## config.mk

```make
export PLATFORM = sky130hd
export DESIGN_NAME = djs_keep_cell
export DESIGN_NICKNAME = d
export VERILOG_FILES = /design/src/rtl/djs_pkg.sv /design/src/rtl/djs_keep_cell.sv
export SDC_FILE = /design/constraint.sdc
export NUM_CORES = 1
export LEC_CHECK = 0
export BUFFER_PORTS_ARGS = -buffer_cell sky130_fd_sc_hd__clkbuf_2
export CORE_MARGIN = 3
export CORE_UTILIZATION = 46
export DETAILED_ROUTE_END_ITERATION = 6
export PLACE_DENSITY = 0.93
export RECOVER_POWER = 25
export SYNTH_ARGS = -nofsm -noshare
export SYNTH_HDL_FRONTEND = slang
export SYNTH_SLANG_ARGS = --single-unit
```

## constraint.sdc

```tcl
create_clock -name clk -period 4.5 [get_ports clk]
set_input_delay 0 -clock clk [delete_from_list [all_inputs] [get_ports clk]]
set_output_delay 0 -clock clk [all_outputs]
set_load 0.02 [all_outputs]
```

## src/rtl/djs_pkg.sv

```systemverilog
// shared types, widths and constants for the deadline job penalty scheduler
// no dependencies
package djs_pkg;

	localparam int MAX_JOBS_DEF = 1024;
	localparam int DL_W = 16;
	localparam int PEN_W = 16;
	localparam int TOT_W = 26;
	localparam logic [TOT_W-1:0] TOT_MAX = {TOT_W{1'b1}};

	typedef struct packed {
		logic [DL_W-1:0] deadline;
		logic [PEN_W-1:0] penalty;
		logic last_job;
	} in_t;

	typedef struct packed {
		logic [TOT_W-1:0] total_penalty;
		logic overflow;
	} out_t;

	typedef struct packed {
		logic [DL_W-1:0] deadline;
		logic [PEN_W-1:0] penalty;
	} job_t;

	// sort chain control
	typedef struct packed {
		logic load;
		logic shift;
	} sort_ctrl_t;

	// kept-penalty chain control
	typedef struct packed {
		logic ins;
		logic rep;
		logic clr;
	} keep_ctrl_t;

	// true if job a must stand before job b
	function automatic logic goes_before(job_t a, job_t b);
		if (a.deadline == b.deadline)
			return a.penalty > b.penalty;
		return a.deadline < b.deadline;
	endfunction

endpackage

```

## src/rtl/djs_keep_cell.sv

```systemverilog
// one cell of the ascending chain of kept penalties, minimum at the head
// depends on djs_pkg
module djs_keep_cell (
	input  logic                    clk,
	input  logic                    arst_n,
	input  djs_pkg::keep_ctrl_t     ctrl,
	input  logic [djs_pkg::PEN_W-1:0] x,
	input  logic                    first,
	input  logic                    prev_lt,
	input  logic [djs_pkg::PEN_W-1:0] prev_val,
	input  logic                    prev_vld,
	input  logic                    next_lt,
	input  logic [djs_pkg::PEN_W-1:0] next_val,
	output logic                    lt,
	output logic [djs_pkg::PEN_W-1:0] val,
	output logic                    vld
);
	logic [djs_pkg::PEN_W-1:0] val_q;
	logic vld_q;

	assign lt = vld_q && (val_q < x);

	// valid bit
	always_ff @(posedge clk or negedge arst_n) begin
		if (!arst_n) begin
			vld_q <= 1'b0;
		end else if (ctrl.clr) begin
			vld_q <= 1'b0;
		end else if (ctrl.ins && !lt) begin
			vld_q <= (first || prev_lt) ? 1'b1 : prev_vld;
		end else if (ctrl.rep && (next_lt || first || lt)) begin
			vld_q <= 1'b1;
		end
	end

	// payload: insert shifts larger values up, replace drops the head
	always_ff @(posedge clk) begin
		if (ctrl.ins && !lt) begin
			val_q <= (first || prev_lt) ? x : prev_val;
		end else if (ctrl.rep) begin
			if (next_lt) begin
				val_q <= next_val;
			end else if (first || lt) begin
				val_q <= x;
			end
		end
	end

	assign val = val_q;
	assign vld = vld_q;
endmodule

```

* Word level (Yosys, flattened, before mapping)
Cells that the tools add are included.
** Storage, ports and cells
- Register bits after elaboration :: 17
- Memories :: 0
- Output and inout bits :: 18
- Word-level logic and storage cells :: 24
- Latch bits :: 0
- Memory bits (read-only) :: 0
- Memory bits (writable) :: 0
** Cells by class
- Multiply operators :: 0
- Add/sub/neg operators :: 0
- Divide/modulo/power cells :: 0
- Eq/ne operators :: 0
- Muxes and demuxes :: 9
- $lt $le $gt $ge :: 1
- Reduce and logical (&&, ||, !) cells :: 12
- Bitwise logic cells :: 0
- Shift operators :: 0
** Operators with widths (count)
- 2-to-1 mux 16 bit :: 5
- less-than comparator 16 bit :: 1
- nonzero test 3 bit :: 2
- logical OR 1 bit :: 4
- 2-to-1 mux 1 bit :: 4
- logical AND 1 bit :: 3
- AND reduction 2 bit :: 1
- nonzero test 2 bit :: 1
- zero test 1 bit :: 1

* Longest topological paths before layout
Gate-level depths: netlist of the first run.
- Depth after elaboration :: 7
- Gate-level depth with buffers :: 9
- Gate-level depth less buffers :: 8

* Least setup slack after synthesis of the first run
Ideal clock, no wire load.
- Path kind :: flip-flop to flip-flop
- Start point :: register val_q (netlist bit val[11])
- End point :: register vld_q (netlist: vld)
- Slack :: 1590 ps
- Clock period less this slack :: 2910 ps
- Data arrival time :: 2840 ps
- Cell stages (with the launch flop) :: 8
- Path buffers :: 0
- Cells stage by stage :: edfxtp_1 > ha_1 > nand4_1 > a311oi_2 > a31oi_4 > and3_2 > o22ai_1 > o221a_1
** On the way
- Word-level cells in the longest chain between the ends :: 6
- Elaborated cells on any way between the ends :: 9
** Ends and longest elaborated chain
- start, declared :: RTL line djs_keep_cell.sv:18 : logic [djs_pkg::PEN_W-1:0] val_q;
- start signal, assigned :: RTL line djs_keep_cell.sv:39 : val_q <= (first || prev_lt) ? x : prev_val;
- start signal, assigned :: RTL line djs_keep_cell.sv:42 : val_q <= next_val;
- less-than comparator 16 bit (*) :: RTL line djs_keep_cell.sv:21 : assign lt = vld_q && (val_q < x);
- logical AND 1 bit (*) :: RTL line djs_keep_cell.sv:21
- net lt :: RTL line djs_keep_cell.sv:14 : output logic lt,
- zero test 1 bit :: RTL line djs_keep_cell.sv:29 : end else if (ctrl.ins && !lt) begin
- logical AND 1 bit :: RTL line djs_keep_cell.sv:29
- 2-to-1 mux 1 bit :: RTL line djs_keep_cell.sv:29
- 2-to-1 mux 1 bit :: RTL line djs_keep_cell.sv:27 : end else if (ctrl.clr) begin
- end signal, assigned :: RTL line djs_keep_cell.sv:30 : vld_q <= (first || prev_lt) ? 1'b1 : prev_vld;
- end, declared :: RTL line djs_keep_cell.sv:19 : logic vld_q;
Mark *: on every way through the listed nets, which the timed path passes. The rest lies on a longest branch.
A chain may end at the register's enable or synchronous reset.

* Worst setup path in the final report of the first run
- Start point :: register val_q (netlist bit val[11])
- End point :: register vld_q (netlist: vld)
** On the way
- Word-level cells in the longest chain between the ends :: 6
- Elaborated cells on any way between the ends :: 9
** Ends and longest elaborated chain (RTL line)
- less-than comparator 16 bit (*) :: djs_keep_cell.sv:21
- logical AND 1 bit (*) :: djs_keep_cell.sv:21
- zero test 1 bit :: djs_keep_cell.sv:29
- logical AND 1 bit :: djs_keep_cell.sv:29
- 2-to-1 mux 1 bit :: djs_keep_cell.sv:29
- 2-to-1 mux 1 bit :: djs_keep_cell.sv:27
Every way passes the cells marked *; elsewhere a longest branch is shown, timed or not.

==> results of run 1 <==
## synthesized netlist by cell type, types with 2 or more instances
cell and number:
a21oi_1 3, a31oi_1 16, buf_6 4, edfxtp_1 16, ha_1 15, inv_1 18
nand2b_1 2, nand4_1 4, o21ai_0 2, o22ai_1 13, o22ai_2 4
## metrics by stage
step / cells / worst slack (ps) / hold WS (ps) / utilization, %
CTS: 226 / 1250 / 56.8 / 66.9
global route: 226 / 1130 / 75.4 / 66.3
global placement: 218 / 1890 / -225 / 64.3
finish: 226 / 1290 / 49.3 / 66.3
floorplan: 119 / 1590 / -296 / -
detailed placement: 218 / 1710 / -224 / 64.3
## where the power goes
group | internal (W) | total (W) | switching, W
registers | 0.000204 | 0.000217 | 0.0000127
logic | 0.0000784 | 0.000193 | 0.000115
clock network | 0.0000345 | 0.0000849 | 0.0000505
## cells by family after synthesis
logic type / synth area share [%]
DFF: 38.8
and+or+nand+nor: 8.37
adders and majority gates: 14.4
buffers and inverters: 9.90
AOI/OAI and AO/OA: 28.5
## flip-flops by register name, summed over array words and instances, names as in the netlist
register / flops
val: 16
vld: 1
## per-layer routing
layer | global-route usage (%) | part of all wire (%) | vias to the layer above
met2 | 34.5 | 51 | 56
met5 | 0 | 0 | -
met1 | 19.8 | 40 | 596
li1 | - | - | 630
met3 | 3.92 | 8.8 | 4
met4 | 6.15 | 0.62 | 0
## path summary, 6_finish.rpt
check	depth (start not counted)	to	startpoint	slack [ps]
max	8	vld$_DFFE_PN0P_	val[11]$_DFFE_PP_	1290
min	3	val[4]$_DFFE_PP_	x[4]	50
max reg2reg	8	vld$_DFFE_PN0P_	val[11]$_DFFE_PP_	1290
min reg2reg	2	vld$_DFFE_PN0P_	vld$_DFFE_PN0P_	1120
max in group asynchronous	3	vld$_DFFE_PN0P_	arst_n	3870
min in group asynchronous	3	vld$_DFFE_PN0P_	arst_n	530
## final cells by class
| class | instances | area, um^2 | share of cell area, % |
|---|---|---|---|
| repair buffers | 79 | 403 | 23.5 |
| well taps | 30 | 37.5 | 2.19 |
| clock buffers | 4 | 26.3 | 1.53 |
| flip-flops and latches | 17 | 505 | 29.4 |
| inverters | 19 | 71.3 | 4.15 |
| multi-input cells | 77 | 673 | 39.2 |
## worst max-delay path, stage by stage, from the launching register on
cell	delay (ps)
edfxtp_1	410
ha_1	330
nand4_1	170
a311oi_2	370
a31oi_4	80
and3_2	230
o22ai_2	710
o221a_1	310
dlygate4sd3_1	540
==> results.ini, run 1 <==
[timing]
fin_setup_tns_ps = 0
setup_violations = 0
finClkSkew_ps = 3.06
period_needed_ps = 3210
hold_violations = 0
slew_viol_final = 0
rsz0062_at_grt = false
tightest_slew_ps = 907
fin_crit_sh_pct = 71.4
fmax_ghz = 0.311
slew_headroom_pct = 39.5

[worst_setup_path]
cp.arrival_ps = 3450
worstPathRequired_ps = 4740
end_kind = flip-flop
critPathLaunchType = flip-flop
crit_type = reg2reg
crit_path_max_fanout = 17

[logic_synthesis]
syn_inst = 119
synth-edff-count = 16
ys_ff_latch = 17
synth_ff_type = edfxtp_1
ys_types = 33
yosysWarnings = 0
synthTopCellsByArea = edfxtp_1, ha_1, a31oi_1
synth_top_area_cell = edfxtp_1
synthArstFlopShare_pct = 5.88
yosysTopAreaCellShare_pct = 36.9
synthesis.nets = 191
postSynthAreaPerCell_um2 = 10.9
syn_area_um2 = 1300
yosysSeqAreaShare_pct = 38.8

[die]
dieArea_um2 = 3500
start_util_pct = 50.2
die_w_um = 59.2
core_area_um2 = 2590
die_y_um = 59.2
io_pins = 75
rows = 18

[global_route]
grtUsageTotal_pct = 18.3
grt_pass1_vias = 1245
globalRoute.totalOverflow = 0
grt_pass1_wl_mm = 4.91
grt_max_degree = 34
antenna_found_initial = 0

[power]
p_total_w = 0.000495
peakVddDrop_uv = 218
leakagePower_nw = 0.807
powerDensity_nw_per_um2 = 288

[cts]
cts_made_buffers = 3
numClockSinks = 17
clk_pin_slew_ps = 100
cts_resized = 0
postCtsHoldBufs = 4
htree_levels = 1
cts_setup_buffers = 0
clockRootBuffer = clkbuf_4
cts_buffer_depth = 2
clkLatencyLatePin_ps = 290
cts_tree = done

[layout]
final_cell_mix = clkbuf_2, inv_1, a31oi_1, edfxtp_1, ha_1
fin_area_um2 = 1720
nets = 269
area_growth_pct = 31.9
fill_cells = 227
final_common_cell = clkbuf_2
diodes = 0
drive_gt1_share_pct = 40.8

[route]
drt_pre_antenna_iters = 4
via_count = 1286
drc = 0
via_per_inst = 5.69
ant_nets = 0
routed_wire_length_per_instance_um = 14.4
wl_mm = 3.25
first_iter_violations = 33

[placed_design]
gp_congestion = 0.786
place_area_um2 = 1670
port_buffers = 74
hpwl_mm = 2.61

[worst_hold_path]
hold_class = in2reg

[run]
drv_cap = 0

[status]
status = finished, final reports clean

(Power assumes the default switching activity.)
==> run 2, diff against run 1 <==
Settings changed: ABC_AREA set to 1, CORE_UTILIZATION 46 to 42, PLACE_DENSITY 0.93 to 0.86.
Clock period 4.5 ns to 2.7 ns, I/O delays scaled along.
==> run 2 against run 1 <==
Fmax up 48%. Routed wire length up 12%. Sequential power up 66%. Via count up 20%. Largest power group is now combinational logic.
==> results.ini, run 2 <==
[layout]
final_common_cell = clkbuf_2
final_cell_mix = clkbuf_2, nand2_1, o21ai_0, inv_1
nets = 355  ; +32%
drive_gt1_share_pct = 37.6  ; -3.2 points
area_growth_pct = 28.1
fill_cells = 351  ; +55%
diodes = 0  ; unchanged
fin_area_um2 = 2020  ; +18%
largest_register_ffs = 16  ; unchanged

[placed_design]
port_buffers = 74  ; unchanged
gp_congestion = 0.709  ; -9.8%
hpwl_mm = 2.97  ; +14%
place_area_um2 = 1980  ; +19%

[die]
start_util_pct = 45.5  ; -4.7 points
die_y_um = 67.3  ; +14%
rows = 21  ; +3
io_pins = 75  ; unchanged
dieArea_um2 = 4530  ; +29%
core_area_um2 = 3470  ; +34%
die_w_um = 67.3  ; +14%

[route]
first_iter_violations = 43  ; +30%
ant_nets = 0  ; unchanged
drc = 0  ; unchanged
wl_mm = 3.65  ; +12%
via_per_inst = 4.70  ; -17%
via_count = 1543  ; +20%
routed_wire_length_per_instance_um = 11.1  ; -23%
drt_pre_antenna_iters = 4  ; unchanged

[timing]
finClkSkew_ps = 1.39  ; -1.66 ps
setup_violations = 0  ; unchanged
fin_setup_tns_ps = 0  ; unchanged
hold_violations = 0  ; unchanged
tightest_slew_ps = 836  ; -71.2 ps
rsz0062_at_grt = false
fin_crit_sh_pct = 80.2  ; +8.8 points
slew_headroom_pct = 44.2  ; +4.7 points
period_needed_ps = 2160  ; -1050 ps
slew_viol_final = 0  ; unchanged
fmax_ghz = 0.462  ; +48%

[cts]
clkLatencyLatePin_ps = 250  ; -40 ps
cts_resized = 0  ; unchanged
cts_buffer_depth = 2  ; unchanged
numClockSinks = 17  ; unchanged
clk_pin_slew_ps = 70  ; -30 ps
htree_levels = 1  ; unchanged
cts_made_buffers = 3  ; unchanged
cts_tree = done
clockRootBuffer = clkbuf_8

[worst_setup_path]
crit_path_max_fanout = 23  ; +6
r2r_slack_ps = 540  ; -750 ps
r2r-end = val[4]$_DFFE_PP_
critPathLaunchType = flip-flop
r2r_cells = 9  ; +1
crit_type = reg2reg
rr_startpoint = val[15]$_DFFE_PP_
cp.arrival_ps = 2170  ; -1280 ps
end_kind = flip-flop
worstPathRequired_ps = 2710  ; -2030 ps

[power]
seqPwrFrac_pct = 38.7  ; -5.2 points
powerDensity_nw_per_um2 = 461  ; +60%
internal-power_w = 0.000587  ; +85%
swShare_pct = 37.1  ; +1.1 points
clkPwrFrac_pct = 21.3  ; +4.1 points
p_sw_w = 0.000346  ; +94%
leakagePower_nw = 1.00  ; +24%
combPwrFrac_pct = 40.0  ; +1.0 points
peakVddDrop_uv = 236  ; +8.3%
p_total_w = 0.000933  ; +88%

[logic_synthesis]
synth_ff_type = edfxtp_1
ys_ff_latch = 17  ; unchanged
synthesis.nets = 280  ; +47%
synthArstFlopShare_pct = 5.88  ; unchanged
synth_common_cells = nand2_1, o21ai_0, inv_1
synth.most_common_cell = nand2_1
synth-edff-count = 16  ; unchanged
syn_inst = 208  ; +75%
yosysTopAreaCellShare_pct = 30.4  ; -6.5 points
postSynthAreaPerCell_um2 = 7.59  ; -31%
yosysSeqAreaShare_pct = 32.0  ; -6.8 points
yosysWarnings = 0  ; unchanged
ys_types = 20  ; -39%
synthTopCellsByArea = edfxtp_1, nand2_1, ha_1
syn_area_um2 = 1580  ; +21%
synth_top_area_cell = edfxtp_1

[global_route]
grt_pass1_wl_mm = 5.73  ; +17%
grt_max_degree = 33  ; -2.9%
antenna_found_initial = 0  ; unchanged
globalRoute.totalOverflow = 0  ; unchanged
grtUsageTotal_pct = 16.5  ; -1.7 points
grt_pass1_vias = 1336  ; +7.3%

[run]
drv_cap = 0  ; unchanged

[worst_hold_path]
hold_class = in2async

[status]
status = finished, final reports clean

-- run 2: how the worst max path moves through the flow --
stage	endpoint	depth (start not counted)	from
after global routing	val[6]$_DFFE_PP_	10	val[5]$_DFFE_PP_
after global placement	val[6]$_DFFE_PP_	9	val[15]$_DFFE_PP_
after CTS	val[7]$_DFFE_PP_	9	val[15]$_DFFE_PP_
final	val[4]$_DFFE_PP_	9	val[15]$_DFFE_PP_
after floorplan	val[0]$_DFFE_PP_	8	val[15]$_DFFE_PP_
after detailed placement	val[7]$_DFFE_PP_	9	val[15]$_DFFE_PP_
-- run 2: power by group through the flow --
stage | registers (W) | logic (W) | clock network, W
after floorplan | 0.000413 | 0.000219 | 0
final | 0.000361 | 0.000373 | 0.000198
after CTS | 0.000362 | 0.000385 | 0.000199
after global routing | 0.000366 | 0.000420 | 0.000211
after detailed placement | 0.000368 | 0.000382 | 0
after global placement | 0.000366 | 0.000373 | 0
-- run 2: area by class of cell --
cell class	instances	area (um^2)	share of cell area (%)
Timing Repair Buffer	79	395	19.6
Tap cell	46	57.6	2.85
Inverter	26	97.6	4.83
Multi-Input combinational cell	156	921	45.5
Clock buffer	4	45.0	2.23
Sequential cell	17	505	25.0
-- run 2: cells by family (layout without fill, tap and decap cells) --
kind of cell	Yosys count	in the layout	share of synthesized area [%]
simple gates	86	86	24.6
compound gates	55	55	21.6
buf+inv	35	109	9.83
flops	17	17	32.0
fa+ha+maj	15	15	11.9
-- run 2: per-layer routing --
metal / track usage, % / wire length, um / part of all wire (%) / up-vias
met5: 0 / 0 / 0 / -
met4: 3.04 / 17 / 0.47 / 0
met3: 3.33 / 252 / 6.9 / 4
met2: 29.7 / 1760 / 48 / 47
met1: 20.5 / 1610 / 44 / 660
li1: - / - / - / 832
-- run 2: critical path: stages, from the launching register on --
cell and delay, ps:
edfxtp_1 410, ha_1 330, nand2_2 80, nor4_2 260
nand2_1 90, nand2_2 110, nand2_4 210, buf_4 280
nor2_2 110, a21oi_2 30
-- run 2: metrics by stage --
step / cells / hold WS [ps] / setup slack (ps) / util [%]
final: 328 / 38.4 / 535 / 58.3
after global routing: 328 / 46.1 / 387 / 58.3
after CTS: 328 / 45.0 / 523 / 58.7
after detailed placement: 323 / -223 / 540 / 57.1
after global placement: 323 / -224 / 583 / 57.1
after floorplan: 208 / -296 / 404 / -
-- run 2: timing repair --
action                                 CTS  global route
buffers inserted                         0             0
endpoints found under the hold margin    1             0
hold buffers                             1             0
