`config.mk`:
```
export PLATFORM = sky130hd
export DESIGN_NAME = djs_sort_cell
export DESIGN_NICKNAME = d
export VERILOG_FILES = /design/src/rtl/djs_pkg.sv /design/src/rtl/djs_sort_cell.sv
export SDC_FILE = /design/constraint.sdc
export NUM_CORES = 1
export LEC_CHECK = 0
export ABC_CLOCK_PERIOD_IN_PS = 3900
export BUFFER_PORTS_ARGS = -buffer_cell sky130_fd_sc_hd__buf_2
export CORE_ASPECT_RATIO = 1.2
export CORE_MARGIN = 3
export CORE_UTILIZATION = 37
export DETAILED_ROUTE_END_ITERATION = 12
export GPL_TIMING_DRIVEN = 0
export PLACE_DENSITY_LB_ADDON = 0.15
export SETUP_SLACK_MARGIN = 0.4
export SYNTH_ARGS = -nofsm -noshare
export SYNTH_HDL_FRONTEND = slang
export SYNTH_SLANG_ARGS = --single-unit
```
`constraint.sdc`:
```
create_clock -name clk -period 3.9 [get_ports clk]
set_input_delay 0.39 -clock clk [delete_from_list [all_inputs] [get_ports clk]]
set_output_delay 0.39 -clock clk [all_outputs]
set_load 0.01 [all_outputs]
```
`src/rtl/djs_pkg.sv`:
```
// shared types, widths and constants for the deadline job penalty scheduler
// no dependencies
package djs_pkg;

	localparam int MAX_JOBS_DEF = 1024;
	localparam int DL_W = 16;
	localparam int PEN_W = 16;
	localparam int TOT_W = 26;
	localparam logic [TOT_W-1:0] TOT_MAX = {TOT_W{1'b1}};

	typedef struct packed {
		logic [DL_W-1:0] deadline;
		logic [PEN_W-1:0] penalty;
		logic last_job;
	} in_t;

	typedef struct packed {
		logic [TOT_W-1:0] total_penalty;
		logic overflow;
	} out_t;

	typedef struct packed {
		logic [DL_W-1:0] deadline;
		logic [PEN_W-1:0] penalty;
	} job_t;

	// sort chain control
	typedef struct packed {
		logic load;
		logic shift;
	} sort_ctrl_t;

	// kept-penalty chain control
	typedef struct packed {
		logic ins;
		logic rep;
		logic clr;
	} keep_ctrl_t;

	// true if job a must stand before job b
	function automatic logic goes_before(job_t a, job_t b);
		if (a.deadline == b.deadline)
			return a.penalty > b.penalty;
		return a.deadline < b.deadline;
	endfunction

endpackage

```
`src/rtl/djs_sort_cell.sv`:
```
// one cell of the insertion-sorting job chain
// depends on djs_pkg
module djs_sort_cell (
	input  logic               clk,
	input  logic               arst_n,
	input  djs_pkg::sort_ctrl_t ctrl,
	input  djs_pkg::job_t      new_job,
	input  logic               prev_ins,
	input  djs_pkg::job_t      prev_job,
	input  logic               prev_vld,
	input  djs_pkg::job_t      next_job,
	input  logic               next_vld,
	output djs_pkg::job_t      job,
	output logic               vld,
	output logic               ins
);
	djs_pkg::job_t job_q;
	logic vld_q;

	// new job belongs here or earlier
	assign ins = !vld_q || djs_pkg::goes_before(new_job, job_q);

	// valid bit: a shifted-in entry carries its neighbor's valid bit
	always_ff @(posedge clk or negedge arst_n) begin
		if (!arst_n) begin
			vld_q <= 1'b0;
		end else if (ctrl.shift) begin
			vld_q <= next_vld;
		end else if (ctrl.load && ins) begin
			vld_q <= prev_ins ? prev_vld : 1'b1;
		end
	end

	// payload
	always_ff @(posedge clk) begin
		if (ctrl.shift) begin
			job_q <= next_job;
		end else if (ctrl.load && ins) begin
			job_q <= prev_ins ? prev_job : new_job;
		end
	end

	assign job = job_q;
	assign vld = vld_q;
endmodule

```
## After elaboration in Yosys (flattened, before gate mapping)

Index checks and enable logic that the tools add are counted.

| operators by class | value |
|---|---|
| magnitude comparators | 2 |
| eq/ne operators | 1 |
| mux-type cells | 9 |
| reduce and logical (&&, ||, !) cells | 4 |

Operator list:

| kind | count |
|---|---|
| 32-bit two-way mux | 3 |
| 16-bit == test | 1 |
| 16-bit greater-than comparator | 1 |
| 16-bit < comparator | 1 |
| 1-bit two-way mux | 6 |
| 2-bit nonzero test | 1 |
| 1-bit logical AND | 1 |
| 1-bit zero test | 1 |
| 1-bit logical OR | 1 |

| word-level totals | value |
|---|---|
| register bits after elaboration | 33 |
| bits of input ports | 103 |
| word-level logic and storage cells | 19 |

## Longest topological paths before layout

Gate-level depths: netlist of run 1.

| logic depth | value |
|---|---|
| depth after elaboration | 7 |
| depth in mapped cells | 7 |
| mapped depth without buffers | 7 |

## Least setup slack after synthesis of run 1

OpenSTA, ideal clock, no wires.

| timing | value |
|---|---|
| path kind | register to register |
| start point | register job_q, in the netlist job[18] |
| end point | register job_q, in the netlist job[0], enable pin |
| setup time | 391 ps |
| arrival time | 2511 ps |
| setup slack | 998 ps |
| stages on the path, launching flop included | 8 |
| buffers on the path | 0 |
| path through | edfxtp_1 > inv_1 > ha_1 > a21o_1 > a221o_1 > a221oi_2 > a311o_1 > o22a_1 |

| between the ends | value |
|---|---|
| longest elaborated chain between the ends | 6 |
| elaborated cells on any way between the ends | 7 |
| classes of those cells | 1 x order compare; 1 x eq/ne; 2 x mux; 3 x reduce/logical |

Ends and longest elaborated chain:

| what | RTL line | text |
|---|---|---|
| start, declared | djs_sort_cell.sv:17 | `djs_pkg::job_t job_q;` |
| start signal, assigned | djs_sort_cell.sv:37 | `job_q <= next_job;` |
| start signal, assigned | djs_sort_cell.sv:39 | `job_q <= prev_ins ? prev_job : new_job;` |
| parallel branches: the longest is 2 deep, another holds 16-bit < comparator | n/a |  |
| 1-bit two-way mux (*) | djs_pkg.sv:44 | `return a.deadline < b.deadline;` |
| 1-bit logical OR (*) | djs_sort_cell.sv:21 | `assign ins = !vld_q \|\| djs_pkg::goes_before(new_job, job_q);` |
| 1-bit logical AND (*) | djs_sort_cell.sv:38 | `end else if (ctrl.load && ins) begin` |
| 2-bit nonzero test (no source line) (*) | n/a |  |

Mark *: on every way between the ends.
A chain may end at the register's enable or synchronous reset.

## Final worst setup path of run 1

| timing | value |
|---|---|
| start point | register job_q, in the netlist job[31] |
| end point | register job_q, in the netlist job[16], enable pin |

The elaborated chain is that of the path after synthesis.

==> results of run 1 <==
[worst register-to-register path, delay by kind of cell, from the launching register on]
kind / cells / cell delay (ps)
adders and majority gates: 1 / 300
AOI/OAI and AO/OA: 2 / 1070
buffers and inverters: 1 / 50
and+or+nand+nor: 3 / 810
DFF: 1 / 350
[power breakdown]
part           internal, uW  switching [uW]  leakage [uW]  total (uW)
combinational           154             189       0.00137         343
sequential              448            20.4      0.000338         468
clock                   160             131     0.0000542         291
[state kept, by name, summed over array words and instances (netlist names)]
signal / cells
vld: 1
job: 32
[cell families (layout without fill, tap and decap cells)]
family                   Yosys count  in the layout  synth area share (%)
flip-flops                        33             33                  39.4
multiplexers                      32             32                  12.8
AO/OA/AOI/OAI                     62             62                  14.1
AND/OR/NAND/NOR                   59             59                  10.9
buffers and inverters             44            188                  6.76
adder cells (fa/ha/maj)           32             32                  16.0
[cell usage in the layout, fill, tap and decap left out, types with 2 or more instances in the layout]
cell / Yosys / routed
nand2b_1: 3 / 3
a21oi_1: 14 / 14
inv_1: 33 / 33
ha_1: 32 / 32
buf_2: 3 / 138
nand4_1: 6 / 6
mux2i_1: 32 / 32
clkbuf_8: 0 / 7
a311o_1: 2 / 2
nor2_1: 3 / 3
clkbuf_1: 8 / 8
edfxtp_1: 32 / 32
o21ai_0: 38 / 38
nand2_1: 41 / 41
[through the flow]
step / setup WS [ps] / hold slack [ps]
after floorplan: 998 / 94.4
after global placement: 231 / 166
after detailed placement: 744 / 168
after CTS: 837 / 328
after global routing: 654 / 359
final: 926 / 335
[per-layer routing]
| metal | vias to the layer above | wire, um | track usage (%) |
|---|---|---|---|
| li1 | 1224 | - | - |
| met1 | 1100 | 2810 | 21.1 |
| met2 | 80 | 3570 | 33.3 |
| met3 | 5 | 521 | 4.87 |
| met4 | 0 | 46 | 3.38 |
| met5 | - | 0 | 0 |
[how the worst min path moves through the flow]
stage	start	endpoint
2_1_floorplan	arst_n	vld$_DFFE_PN0P_
3_3_place_gp	arst_n	vld$_DFFE_PN0P_
3_5_place_dp	arst_n	vld$_DFFE_PN0P_
4_1_cts	next_vld	vld$_DFFE_PN0P_
5_1_grt	next_vld	vld$_DFFE_PN0P_
6_report	next_vld	vld$_DFFE_PN0P_
[final cells by class]
type,instances,area [um2],share of cell area [%]
buffer,11,45.0,1.33
multi-input combinational,185,1350,39.7
inverter,33,124,3.65
clock inverter,1,5.00,0.147
sequential,33,986,29.0
tap,85,106,3.13
timing repair buffer,136,686,20.2
clock buffer,7,96.3,2.84
==> flow_metrics.env, run 1 <==
export IMPL_status="completed"
export IMPL_nets=540
export IMPL_drt_wl_total_um=6940
export IMPL_vdd_drop_max_uv=134
export IMPL_synth_flop_cell="edfxtp_1"
export IMPL_crit_cells=7
export IMPL_fin_crit_ps=2970
export IMPL_regToRegSetupSlack_ps=930
export IMPL_dpl_cell_area_mm2=0.00328
export IMPL_ys_warn_count=0
export IMPL_wl_per_cell_um=14.1
export IMPL_antenna_found_initial=0
export IMPL_start_util_pct=38.5
export IMPL_die_y_um=96.0
export IMPL_max_stage_delay_ps=760
export IMPL_hold_path_class="in2reg"
export IMPL_synth_top_cell_area_share_pct=38.4
export IMPL_die_area_mm2=0.00778
export IMPL_clock_skew_ps=8.35
export IMPL_n_antenna_cell=0
export IMPL_maxCapViolations=0
export IMPL_max_slew_margin_pct=46.6
export IMPL_r2r_start="job[31]$_DFFE_PP_"
export IMPL_drc=0
export IMPL_clk_pin_slew_ps=70
export IMPL_drv_slew=0
export IMPL_ctsHoldBuffers=1
export IMPL_ys_ff_latch=33
export IMPL_yosys_top_cells_area="edfxtp_1 (38%), ha_1 (16%), mux2i_1 (13%)"
export IMPL_core_area_mm2=0.00649
export IMPL_required_ps=3810
export IMPL_tightest_slew_ps=801
export IMPL_synthCells=262
export IMPL_netlist_area_mm2=0.00250
export IMPL_fillers=673
export IMPL_critPathMostFrequentCell="nand4_1"
export IMPL_cp_end_kind="register"
export IMPL_synth_fp_nets=397
export IMPL_grt_setup_unrepaired="no"
export IMPL_cts_tree="done"
export IMPL_fin_crit_sh_pct=76.3
export IMPL_ant_nets=0
export IMPL_fin_area_mm2=0.00339
export IMPL_yosysTopAreaCell="edfxtp_1"
export IMPL_cts_buffers=5
export IMPL_crit_arrival_ps=2880
export IMPL_slowest_stage="o22a_2"
export IMPL_hpwl_um=5550
export IMPL_path_cells="inv_1, ha_1, nand4_1, nor4_2, nand4_1, a31oi_1, o22a_2"
export IMPL_cellLeakagePower_uw=0.00176
export IMPL_clock_latency_ps=290
export IMPL_place_inst=482
export IMPL_synth_avg_cell_area_um2=9.54
export IMPL_htree_levels=2
export IMPL_grt_pass1_vias=2412
export IMPL_root_buffer="clkbuf_8"
export IMPL_synthToLayoutAreaGrowth_pct=35.8
export IMPL_row_count=32
export IMPL_finalSetupViolations=0
export IMPL_crit_start="job[31]$_DFFE_PP_"
export IMPL_synth_edf_count=32
export IMPL_drive_above_1_share_pct=36.9
export IMPL_via_count=2409
export IMPL_cts_sinks=33
export IMPL_boundaryPins=137
export IMPL_post_cts_setup_buffers=0
export IMPL_vias_per_cell=4.91
export IMPL_max_freq_ghz=0.336
export IMPL_critPathMaxFanout=32
export IMPL_grtUsageTotal_pct=18.1
export IMPL_drtPass1Iterations=4
export IMPL_total_power_uw=1100
export IMPL_worst_path_buf_inv=1
export IMPL_fin_util_pct=52.3
export IMPL_port_buffer_count=135
export IMPL_yosys_top_cells_count="nand2_1 (41), o21ai_0 (38), inv_1 (33)"
export IMPL_cts_resized_gates=0
export IMPL_clk_path_buf_depth=2
export IMPL_p_per_area_mw_per_mm2=325
export IMPL_drt_iter0_markers=122
export IMPL_gp_congestion=0.797
export IMPL_fp_dieW_um=81.0
export IMPL_grt_pass1_wl_um=10900
export IMPL_critPathCapture="job[16]$_DFFE_PP_"
export IMPL_yosysUniqueCellTypes=28
export IMPL_hold_viol_final=0
export IMPL_final_cells=491
export IMPL_setup_tns_ps=0
export IMPL_grt_remaining_overflow=0
export IMPL_worstRegToRegCells=7
export IMPL_worstReg2RegEnd="job[16]$_DFFE_PP_"
export IMPL_async_reset_ff_share_pct=3.03
export IMPL_startpoint_type="register"
export IMPL_grt_max_degree=33
export IMPL_path_class="reg2reg"
export IMPL_synth_most_common_cell="nand2_1"
export IMPL_cpLargestDelayFamily="compound AO/OA/AOI/OAI gates"
export IMPL_whs_path_depth=3
export IMPL_ys_seq_area_share_pct=39.4
(Power assumes the default switching activity.)
==> run 2: changes to the inputs <==
--- a/config.mk
+++ b/config.mk
@@ -5,7 +5,7 @@
 export SDC_FILE = /design/constraint.sdc
 export NUM_CORES = 1
 export LEC_CHECK = 0
-export ABC_CLOCK_PERIOD_IN_PS = 3900
+export ABC_CLOCK_PERIOD_IN_PS = 2450
 export BUFFER_PORTS_ARGS = -buffer_cell sky130_fd_sc_hd__buf_2
 export CORE_ASPECT_RATIO = 1.2
 export CORE_MARGIN = 3
==> constraint.sdc (replaced) <==
create_clock -name clk -period 2.45 [get_ports clk]
set_input_delay 0.245 -clock clk [delete_from_list [all_inputs] [get_ports clk]]
set_output_delay 0.245 -clock clk [all_outputs]
set_load 0.01 [all_outputs]
==> run 2 against run 1 <==
  * The run now ends with setup timing left
  * Largest cell class unchanged
  * Non-clock buffer count increased by 9
  * Highest routed layer unchanged
  * Via count increased by 3.5%
  * Total power increased by 64%
  * First-iteration DRC count increased by 2.5%
==> flow_metrics.env, run 2 (synthesis results as in run 1) <==
export IMPL_fin_crit_ps=2470
export IMPL_antenna_found_initial=0
export IMPL_largest_register_ffs=32
export IMPL_place_inst=482
export IMPL_cts_sinks=33
export IMPL_grtUsageTotal_pct=19.8
export IMPL_fin_crit_sh_pct=101
export IMPL_drt_iter0_markers=125
export IMPL_drv_slew=0
export IMPL_worstRegToRegCells=7
export IMPL_crit_start="job[11]$_DFFE_PP_"
export IMPL_fillers=622
export IMPL_violations="setup timing"
export IMPL_root_buffer="clkbuf_8"
export IMPL_fin_util_pct=57.5
export IMPL_cp_end_kind="output pin"
export IMPL_critPathCapture="ins"
export IMPL_wl_per_cell_um=14.9
export IMPL_grt_remaining_overflow=0
export IMPL_r2r_start="job[19]$_DFFE_PP_"
export IMPL_cellLeakagePower_uw=0.00181
export IMPL_drtPass1Iterations=4
export IMPL_hold_path_class="in2reg"
export IMPL_grt_pass1_wl_um=11500
export IMPL_final_cell_mix="buf_2 (137), nand2_1 (41), o21ai_0 (37)"
export IMPL_worstReg2RegEnd="job[16]$_DFFE_PP_"
export IMPL_grt_max_degree=14
export IMPL_die_area_mm2=0.00778
export IMPL_critPathMaxFanout=3
export IMPL_finalSetupViolations=33
export IMPL_nets=552
export IMPL_grt_pass1_vias=2445
export IMPL_port_buffer_count=135
export IMPL_die_y_um=96.0
export IMPL_crit_arrival_ps=2220
export IMPL_drt_wl_total_um=7510
export IMPL_drive_above_1_share_pct=44.0
export IMPL_clock_skew_ps=10.4
export IMPL_synthToLayoutAreaGrowth_pct=49.1
export IMPL_regToRegSetupSlack_ps=-10
export IMPL_status="complete, but fails checks"
export IMPL_htree_levels=2
export IMPL_setup_tns_ps=-126
export IMPL_vias_per_cell=4.96
export IMPL_startpoint_type="register"
export IMPL_boundaryPins=137
export IMPL_vdd_drop_max_uv=258
export IMPL_cts_buffers=5
export IMPL_tightest_slew_ps=735
export IMPL_cts_tree="done"
export IMPL_row_count=32
export IMPL_hpwl_um=5470
export IMPL_fp_dieW_um=81.0
export IMPL_clock_latency_ps=290
export IMPL_max_slew_margin_pct=51.0
export IMPL_final_common_cell="buf_2"
export IMPL_grt_setup_unrepaired="yes"
export IMPL_core_area_mm2=0.00649
export IMPL_hold_viol_final=0
export IMPL_clk_path_buf_depth=2
export IMPL_path_class="reg2out"
export IMPL_final_hold_worst_slack_ps=179
export IMPL_start_util_pct=38.5
export IMPL_p_per_area_mw_per_mm2=486
export IMPL_setup_slack_ps=-16.0
export IMPL_gp_congestion=0.747
export IMPL_max_freq_ghz=0.406
export IMPL_maxCapViolations=0
export IMPL_final_cells=503
export IMPL_drc=0
export IMPL_n_antenna_cell=0
export IMPL_via_count=2494
export IMPL_required_ps=2200
export IMPL_ant_nets=0
export IMPL_clk_pin_slew_ps=80
-- run 2: cell types whose count changed in the layout (fill, tap and decap cells not counted), sizes merged --
cell | previous run | this run
buf | 138 | 147
clkbuf | 15 | 16
clkinv | 1 | 0
o22a | 1 | 4
-- run 2: worst max-delay path, stage by stage, from the launching register on --
cell and delay [ps]:
edfxtp_1 360, inv_2 50, ha_4 260, nand4_1 110
or4_1 530, nand4_1 130, a31oi_4 60, a311o_1 300
buf_6 130
-- run 2: how the worst min path moves through the flow --
stage                  start         endpoint  slack (ps)  cells past startpoint
floorplan             arst_n  vld$_DFFE_PN0P_         -50                      0
global placement      arst_n  vld$_DFFE_PN0P_          20                      1
detailed placement    arst_n  vld$_DFFE_PN0P_          20                      1
CTS                 next_vld  vld$_DFFE_PN0P_         190                      3
global route        next_vld  vld$_DFFE_PN0P_         180                      3
finish              next_vld  vld$_DFFE_PN0P_         180                      3
-- run 2: repair_timing --
| action | in CTS | in global routing |
|---|---|---|
| pin swaps | 9 | 9 |
| hold endpoints to repair | 1 | 0 |
| gates resized for setup | 16 | 10 |
| hold buffers | 1 | 0 |
| buffers inserted | 7 | 2 |
| cloned | 3 | 0 |
| setup endpoints to repair | 34 | 34 |
-- run 2: per-layer routing --
| layer | wire (um) | vias to the layer above | global-route usage (%) |
|---|---|---|---|
| met2 | 3840 | 94 | 34.8 |
| met1 | 3070 | 1135 | 23.7 |
| li1 | - | 1259 | - |
| met3 | 532 | 6 | 5.34 |
| met4 | 63 | 0 | 5.07 |
| met5 | 0 | - | 0 |
-- run 2: metrics by stage --
stage	instance area [um2]	setup WS (ps)	power, uW
6_report	3730	-16.0	1810
3_3_place_gp	3340	-362	1320
4_1_cts	3640	-1.11	1800
5_1_grt	3730	-152	1950
2_1_floorplan	2560	99.5	1080
3_5_place_dp	3340	-348	1330
-- run 2: layout make-up --
cell class,instances,area [um2],area share [%]
plain buffers,11,45.0,1.21
clock buffers,8,80.1,2.15
inverters,33,124,3.32
multi-input cells,188,1630,43.7
flip-flops and latches,33,986,26.4
well taps,85,106,2.85
repair buffers,145,759,20.4
-- run 2: power by group --
part	switching, uW	internal (uW)	total [uW]
logic	343	312	655
registers	34.1	712	746
clock network	210	202	412
total	586	1230	1810
==> run 3: changes to the inputs <==
--- a/config.mk
+++ b/config.mk
@@ -12,8 +12,9 @@
 export CORE_UTILIZATION = 37
 export DETAILED_ROUTE_END_ITERATION = 12
 export GPL_TIMING_DRIVEN = 0
-export PLACE_DENSITY_LB_ADDON = 0.15
+export PLACE_DENSITY_LB_ADDON = 0.12
 export SETUP_SLACK_MARGIN = 0.4
 export SYNTH_ARGS = -nofsm -noshare
 export SYNTH_HDL_FRONTEND = slang
 export SYNTH_SLANG_ARGS = --single-unit
+export TNS_END_PERCENT = 1
==> run 3 against run 2 <==
  * Sequential cell count did not move
  * Largest power group unchanged
  * Sequential power hardly changed
  * Total power decreased by 0.50%
  * Clock-buffer cell count stayed put
  * The run still ends with setup timing left
  * Critical path depth did not move
  * First-iteration DRC count shrank 53%
  * Wire length grew 1.6%
  * Final cell count increased by 0.20%
  * Die area did not move
  * Combinational power about the same
  * Final area down 0.64%
  * Register-to-register slack about the same
==> flow_metrics.env, run 3 (synthesis results as in run 1) <==
export IMPL_worstRegToRegCells=7
export IMPL_r2r_start="job[19]$_DFFE_PP_"
export IMPL_vdd_drop_max_uv=260
export IMPL_max_stage_delay_ps=510
export IMPL_regToRegSetupSlack_ps=0
export IMPL_cellLeakagePower_uw=0.00181
export IMPL_tightest_slew_ps=718
export IMPL_die_y_um=96.0
export IMPL_grt_remaining_overflow=0
export IMPL_hold_viol_final=0
export IMPL_whs_endpoint="vld$_DFFE_PN0P_"
export IMPL_intPower_uw=1220
export IMPL_vias_per_cell=4.96
export IMPL_drive_above_1_share_pct=43.0
export IMPL_cts_tree="done"
export IMPL_finalSetupViolations=3
export IMPL_dpl_cell_area_mm2=0.00329
export IMPL_nets=553
export IMPL_wl_per_cell_um=15.1
export IMPL_status="complete, but fails checks"
export IMPL_start_util_pct=38.5
export IMPL_htree_levels=2
export IMPL_setup_slack_ps=-19.4
export IMPL_cp_end_kind="output pin"
export IMPL_comb_power_share_pct=36.1
export IMPL_clockPowerShare_pct=22.5
export IMPL_max_freq_ghz=0.405
export IMPL_cts_buffers=5
export IMPL_path_cells="inv_1, ha_1, nand4_4, or4_1, nand4_1, a31oi_4, a311o_1, buf_2"
export IMPL_row_count=32
export IMPL_drtPass1Iterations=4
export IMPL_root_buffer="clkbuf_8"
export IMPL_clk_pin_slew_ps=70
export IMPL_drv_slew=0
export IMPL_core_area_mm2=0.00649
export IMPL_synthToLayoutAreaGrowth_pct=48.2
export IMPL_clk_path_buf_depth=2
export IMPL_drc=0
export IMPL_crit_arrival_ps=2220
export IMPL_grt_setup_unrepaired="yes"
export IMPL_final_common_cell="buf_2"
export IMPL_startpoint_type="register"
export IMPL_min_from="next_vld"
export IMPL_cts_sinks=33
export IMPL_grtUsageTotal_pct=20.1
export IMPL_grt_max_degree=14
export IMPL_antenna_found_initial=0
export IMPL_p_per_area_mw_per_mm2=487
export IMPL_die_area_mm2=0.00778
export IMPL_fin_crit_sh_pct=101
export IMPL_worstReg2RegEnd="job[13]$_DFFE_PP_"
export IMPL_final_cell_mix="buf_2 (138), nand2_1 (41), o21ai_0 (38)"
export IMPL_grt_pass1_vias=2455
export IMPL_drt_iter0_markers=59
export IMPL_pre_cts_ws_ps=-389
export IMPL_fin_crit_ps=2470
export IMPL_max_slew_margin_pct=52.1
export IMPL_boundaryPins=137
export IMPL_required_ps=2200
export IMPL_clock_skew_ps=3.91
export IMPL_maxCapViolations=0
export IMPL_seqPwrFrac_pct=41.4
export IMPL_gp_congestion=0.770
export IMPL_violations="setup timing"
export IMPL_fin_area_mm2=0.00370
export IMPL_port_buffer_count=135
export IMPL_ant_nets=0
export IMPL_n_antenna_cell=0
export IMPL_drt_wl_total_um=7630
export IMPL_switchingPower_uw=582
export IMPL_critPathMaxFanout=2
export IMPL_hold_path_class="in2reg"
export IMPL_via_count=2501
export IMPL_p_sw_share_pct=32.3
export IMPL_hpwl_um=5540
export IMPL_path_class="reg2out"
export IMPL_cpLargestDelayFamily="simple AND/OR/NAND/NOR gates"
export IMPL_worst_path_buf_inv=2
export IMPL_clock_latency_ps=280
export IMPL_largest_register_ffs=32
export IMPL_fp_dieW_um=81.0
export IMPL_whs_path_depth=3
export IMPL_slowest_stage="or4_1"
export IMPL_grt_pass1_wl_um=11700
==> run 3: worst max path at each step <==
| stage | start | end | slack (ps) | cells past startpoint |
|---|---|---|---|---|
| 6_report | job[12]$_DFFE_PP_ | ins | -20 | 8 |
| 5_1_grt | job[5]$_DFFE_PP_ | ins | -140 | 8 |
| 4_1_cts | job[10]$_DFFE_PP_ | ins | -40 | 8 |
| 3_5_place_dp | job[30]$_DFFE_PP_ | job[12]$_DFFE_PP_ | -390 | 7 |
| 3_3_place_gp | job[31]$_DFFE_PP_ | job[12]$_DFFE_PP_ | -370 | 7 |
| 2_1_floorplan | job[19]$_DFFE_PP_ | job[0]$_DFFE_PP_ | 100 | 7 |
==> run 3: tightest hold or removal path: stages <==
cell,delay [ps]
buf_2,80
a21oi_1,50
o21ai_0,80
==> run 3: per-stage QoR <==
step	utilization (%)	total power [uW]	cells	TNS [ps]	hold slack, ps
after floorplan	-	1070	262	0	-50.6
after global placement	50.7	1300	482	-11790	21.1
after detailed placement	50.7	1310	482	-12440	20.9
after CTS	55.4	1790	503	-524	210
after global routing	57.1	1940	504	-2870	207
final	57.1	1800	504	-20.0	216
==> run 3: area by class of cell <==
class | instances | area, um2
clock buffer | 8 | 80.1
fill | 640 | 2780
multi-input combinational | 188 | 1600
buffer | 11 | 45.0
inverter | 33 | 124
timing repair buffer | 146 | 764
sequential | 33 | 986
tap | 85 | 106
==> run 3: layer usage <==
layer | track usage, % | wire length [um]
met1 | 25.0 | 3190
met2 | 34.7 | 3780
met3 | 4.59 | 566
met4 | 5.77 | 96
met5 | 0 | 0
==> run 3: what timing repair did <==
action | in CTS | in global routing
pin swaps | 14 | 8
gates resized for setup | 15 | 12
hold buffers | 1 | 0
setup endpoints to repair | 34 | 34
buffers inserted | 9 | 1
cloned | 3 | 0
hold endpoints to repair | 1 | 0
==> run 3: power groups by stage <==
stage               combinational, uW  clock, uW  sequential [uW]
global placement                  546          0              755
global route                      736        449              756
CTS                               622        424              746
finish                            652        406              746
detailed placement                557          0              758
floorplan                         275          0              793
